<file path="src/rtl/bsc_pkg.sv">
// Shared types and constants for the binary subsequence counter.
// Used by bsc_cell and binary_subsequence_count; no dependencies.
package bsc_pkg;

    localparam int DATA_W  = 64;  // letter vectors and counts
    localparam int LEN_W   = 7;   // length fields
    localparam int S_TDATA_W = 144; // 142 field bits padded to whole bytes

    // broadcast controls for the cell row
    typedef struct packed {
        logic start;   // clear counts, latch subword letters
        logic step;    // consume one word letter
        logic letter;  // current word letter
    } t_cell_ctrl;

    typedef enum logic [1:0] {
        S_IDLE = 2'b01,
        S_RUN  = 2'b10
    } t_state;

endpackage

</file>
<file path="src/rtl/bsc_cell.sv">
// One counter cell of the subsequence count row.
// Depends on bsc_pkg for the control struct and widths.
module bsc_cell (
    input  logic                         i_clk,
    input  bsc_pkg::t_cell_ctrl          i_ctrl,
    input  logic                         i_sub_letter,
    input  logic [bsc_pkg::DATA_W-1:0]   i_prev_count,
    output logic [bsc_pkg::DATA_W-1:0]   o_count
);
    import bsc_pkg::*;

    logic              r_sub_letter;
    logic [DATA_W-1:0] r_count;
    logic [DATA_W-1:0] n_count;

    // neighbor's count is the value before this letter, as in a top-down update
    always_comb begin
        n_count = r_count;
        if (i_ctrl.start) begin
            n_count = '0;
        end else if (i_ctrl.step && (r_sub_letter == i_ctrl.letter)) begin
            n_count = r_count + i_prev_count;
        end
    end

    always_ff @(posedge i_clk) begin
        r_count <= n_count;
        if (i_ctrl.start) begin
            r_sub_letter <= i_sub_letter;
        end
    end

    assign o_count = r_count;

endmodule

</file>
<file path="config.mk">
export PLATFORM = sky130hd
export DESIGN_NAME = bsc_cell
export DESIGN_NICKNAME = d
export VERILOG_FILES = /design/src/rtl/bsc_pkg.sv /design/src/rtl/bsc_cell.sv
export SDC_FILE = /design/constraint.sdc
export NUM_CORES = 1
export LEC_CHECK = 0
export ABC_AREA = 1
export BUFFER_PORTS_ARGS = -buffer_cell sky130_fd_sc_hd__buf_2
export CORE_MARGIN = 5
export CORE_UTILIZATION = 30
export DETAILED_ROUTE_END_ITERATION = 10
export MAX_ROUTING_LAYER = met4
export PLACE_DENSITY = 0.54
export SYNTH_ARGS = -nofsm -noshare
export SYNTH_HDL_FRONTEND = slang
export SYNTH_SLANG_ARGS = --single-unit
</file>
<file path="constraint.sdc">
create_clock -name i_clk -period 2.7 [get_ports i_clk]
set_input_delay 0.405 -clock i_clk [delete_from_list [all_inputs] [get_ports i_clk]]
set_output_delay 0.405 -clock i_clk [all_outputs]
set_load 0.005 [all_outputs]
</file>
==> results.ini <==
[critical_path]
cp_common_cell=nand2_1
critPathMaxFanout=4
startpoint_type=flop
crit_type=flop to flop
cp.buffers_inverters=0
arrival_ns=2.61
critPathTopFamily=simple AND/OR/NAND/NOR gates
crit_chain=ha_1 > fa_1 > nand3_1 > nand3_1 > nand2_1 > nand2_1 > nand2_1 > nand3_2 > nand2_1 > a21oi_1 > nor2_1 > nor2_1
worstPathRequired_ns=2.94
critPathCaptureType=flop
critPathMaxStageDelay_ns=0.46
slowest_stage=fa_1

[floorplanning]
start_util_pct=30.23
io-pin-count=133
fp.coreArea_mm2=0.02763
dieArea_mm2=0.03128
rows=61
die_x_um=176.9
chipHeight_um=176.9

[detailed_routing]
ant_nets=0
firstDrtPassIters=5
wire_per_inst_um=14.83
drtIter0Drc=742
vias=9362
via_per_inst=4.488
wirelength_um=30940
drc=0

[cells_and_area]
drive_above_1_share_pct=12.65
area_delta_synth_final_pct=17.72
diodes=0
fillers=3242
stdcell_area_mm2=0.009832
nets=1836

[timing]
fmax_mhz=422.2
clock_skew_ns=0.01232
slew_viol_final=0
relSlewSlack_pct=62.58
hold_viol_final=0
finalSetupViolations=0
period_share_pct=87.72
finalCriticalPeriod_ns=2.368
finalSetupTns_ns=0
tightest_slew_ns=0.5605
rsz0062_at_grt=no

[synth]
ys_seq_area_share_pct=15.70
yosysUniqueCellTypes=30
synth_fp_nets=1701
avgSynthCellArea_um2=5.326
netlist_instances=1568
synthesis.area_mm2=0.008352
ys_ff_latch=65
yosys_warnings=0

[power]
irDropWorstVdd_mv=0.2685
netSwitchingFraction_pct=43.15
p_leak_nw=6.230
p_clk_share_pct=29.7
p_per_area_mw_per_mm2=459.2
intPower_mw=2.566
combPwrFrac_pct=44.8
seqPwrFrac_pct=25.5
p_sw_mw=1.948

[clock_network]
clkSinkCount=65
h-tree-depth=3
clk_pin_slew_worst_paths_ns=0.07
cts-resized-gates=0
tritoncts=built
post_cts_buffers=0
hold_buffers=0
clk_path_buf_depth=2
cts_made_buffers=9
clockRootBuffer=clkbuf_16
clk_latency_ns=0.36

[global_route]
grt_pass1_wl_um=47960
grt_start_max_net_pins=49
grt_usage_pct=20.38
overflow=0
grt_pass1_vias=8809
antenna_found_initial=0

[placed_design]
placed_area_mm2=0.009512
dp_hpwl_um=26590
numPortBuffers=132
gp_congestion=0.9450

[job]
maxCapViolCount=0

[status]
status=completed

[worst_hold_path]
hp-class=input pin to flop

## cells by family (layout without fill, tap and decap cells)
logic type,count (synthesis),after routing,share of synthesized area (%)
AOI/OAI and AO/OA,153,153,11.07
xor gates and xnor gates,29,29,3.041
adders and majority gates,64,64,9.678
buffers and inverters,405,545,18.26
DFF,65,65,15.70
and+or+nand+nor,852,852,42.25
## Yosys cell counts (all sizes together)
library cell	n	area, um2
a21boi	1	7.510
a21oi	48	240.2
a31oi	1	6.260
and2	1	6.260
buf	4	20.02
clkbuf	15	56.30
clkinv	3	11.26
dfxtp	64	1281
edfxtp	1	30.03
fa	1	20.02
ha	63	788.3
inv	383	1438
nand2	615	2356
nand3	80	440.4
nand4	11	68.82
nor2	127	519.3
nor3	17	125.1
nor4	1	12.51
o211ai	5	37.54
o21a	24	180.2
o21ai	41	205.2
o21bai	33	247.7
xnor2	7	61.31
xor2	22	192.7
## sequential cells by signal, summed over array words and instances (netlist names)
name and count:
o_count 64, r_sub_letter 1
## layout by cell type, fill, tap and decap left out, types with 2 or more instances in the layout
| cell type | n |
|---|---|
| nand2_1 | 596 |
| inv_1 | 380 |
| buf_2 | 132 |
| nor2_1 | 109 |
| nand3_1 | 72 |
| dfxtp_1 | 64 |
| ha_1 | 63 |
| a21oi_1 | 48 |
| o21ai_0 | 38 |
| o21bai_1 | 33 |
| o21a_1 | 24 |
| xor2_1 | 22 |
| nand2_2 | 19 |
| nor2_2 | 17 |
| nand4_1 | 11 |
| buf_4 | 10 |
| nor3_1 | 9 |
| clkbuf_16 | 9 |
| nand3_2 | 8 |
| nor3_2 | 8 |
| xnor2_1 | 7 |
| o211ai_1 | 5 |
| inv_2 | 3 |
| clkinv_1 | 3 |
| o21ai_1 | 3 |
| bufinv_16 | 2 |
| clkinv_2 | 2 |
| clkinv_4 | 2 |
## final cells by class
type,count,area [um2],area share (%)
tap,378,473.0,4.810
timing repair buffer,143,755.7,7.686
clock buffer,9,225.2,2.291
sequential,65,1311,13.34
multi-input combinational,1098,5523,56.17
inverter,386,1449,14.74
clock inverter,7,95.09,0.9672
## worst register-to-register path, stage by stage, from the launching register on
cell     delay, ns
dfxtp_1       0.32
ha_1          0.23
fa_1          0.46
nand3_1       0.12
nand3_1       0.20
nand2_1       0.11
nand2_1       0.11
nand2_1       0.09
nand3_2       0.11
nand2_1       0.12
a21oi_1       0.06
nor2_1        0.23
nor2_1        0.06
## routing by layer
| metal | track usage (%) | part of all wire (%) | vias to the layer above |
|---|---|---|---|
| met5 | - | 0 | - |
| met4 | 6.157 | 2.4 | 0 |
| met3 | 2.051 | 5.9 | 34 |
| met2 | 29.35 | 41 | 251 |
| met1 | 29.98 | 51 | 4113 |
| li1 | - | - | 4964 |
## stage by stage
| step | power [mW] | hold slack [ns] | std cells | setup WS, ns | util [%] |
|---|---|---|---|---|---|
| after floorplan | 2.493 | 0.5039 | 1568 | 0.6502 | - |
| after global routing | 4.865 | 0.2352 | 2086 | 0.1331 | 35.59 |
| after CTS | 4.560 | 0.2261 | 2086 | 0.3361 | 35.59 |
| after global placement | 3.183 | 0.5105 | 2070 | 0.2178 | 34.43 |
| after detailed placement | 3.184 | 0.5214 | 2070 | 0.1574 | 34.43 |
| final | 4.514 | 0.2343 | 2086 | 0.3316 | 35.59 |
## worst paths after layout
check	from	end	slack (ns)	cells after the start
setup / recovery	o_count[0]$_SDFFE_PP0P_	o_count[40]$_SDFFE_PP0P_	0.33	12
hold / removal	i_sub_letter	r_sub_letter$_DFFE_PP_	0.23	1
setup reg to reg	o_count[0]$_SDFFE_PP0P_	o_count[40]$_SDFFE_PP0P_	0.33	12
hold reg to reg	o_count[20]$_SDFFE_PP0P_	o_count[20]$_SDFFE_PP0P_	0.55	2
## power groups by stage
stage | Sequential [mW] | Combinational (mW) | Clock [mW]
2_1_floorplan | 1.16 | 1.34 | 0
3_5_place_dp | 1.17 | 2.01 | 0
5_1_grt | 1.16 | 2.29 | 1.41
3_3_place_gp | 1.17 | 2.01 | 0
6_report | 1.15 | 2.02 | 1.34
4_1_cts | 1.15 | 2.02 | 1.39
Note: power is estimated with default switching activity, not from simulation.
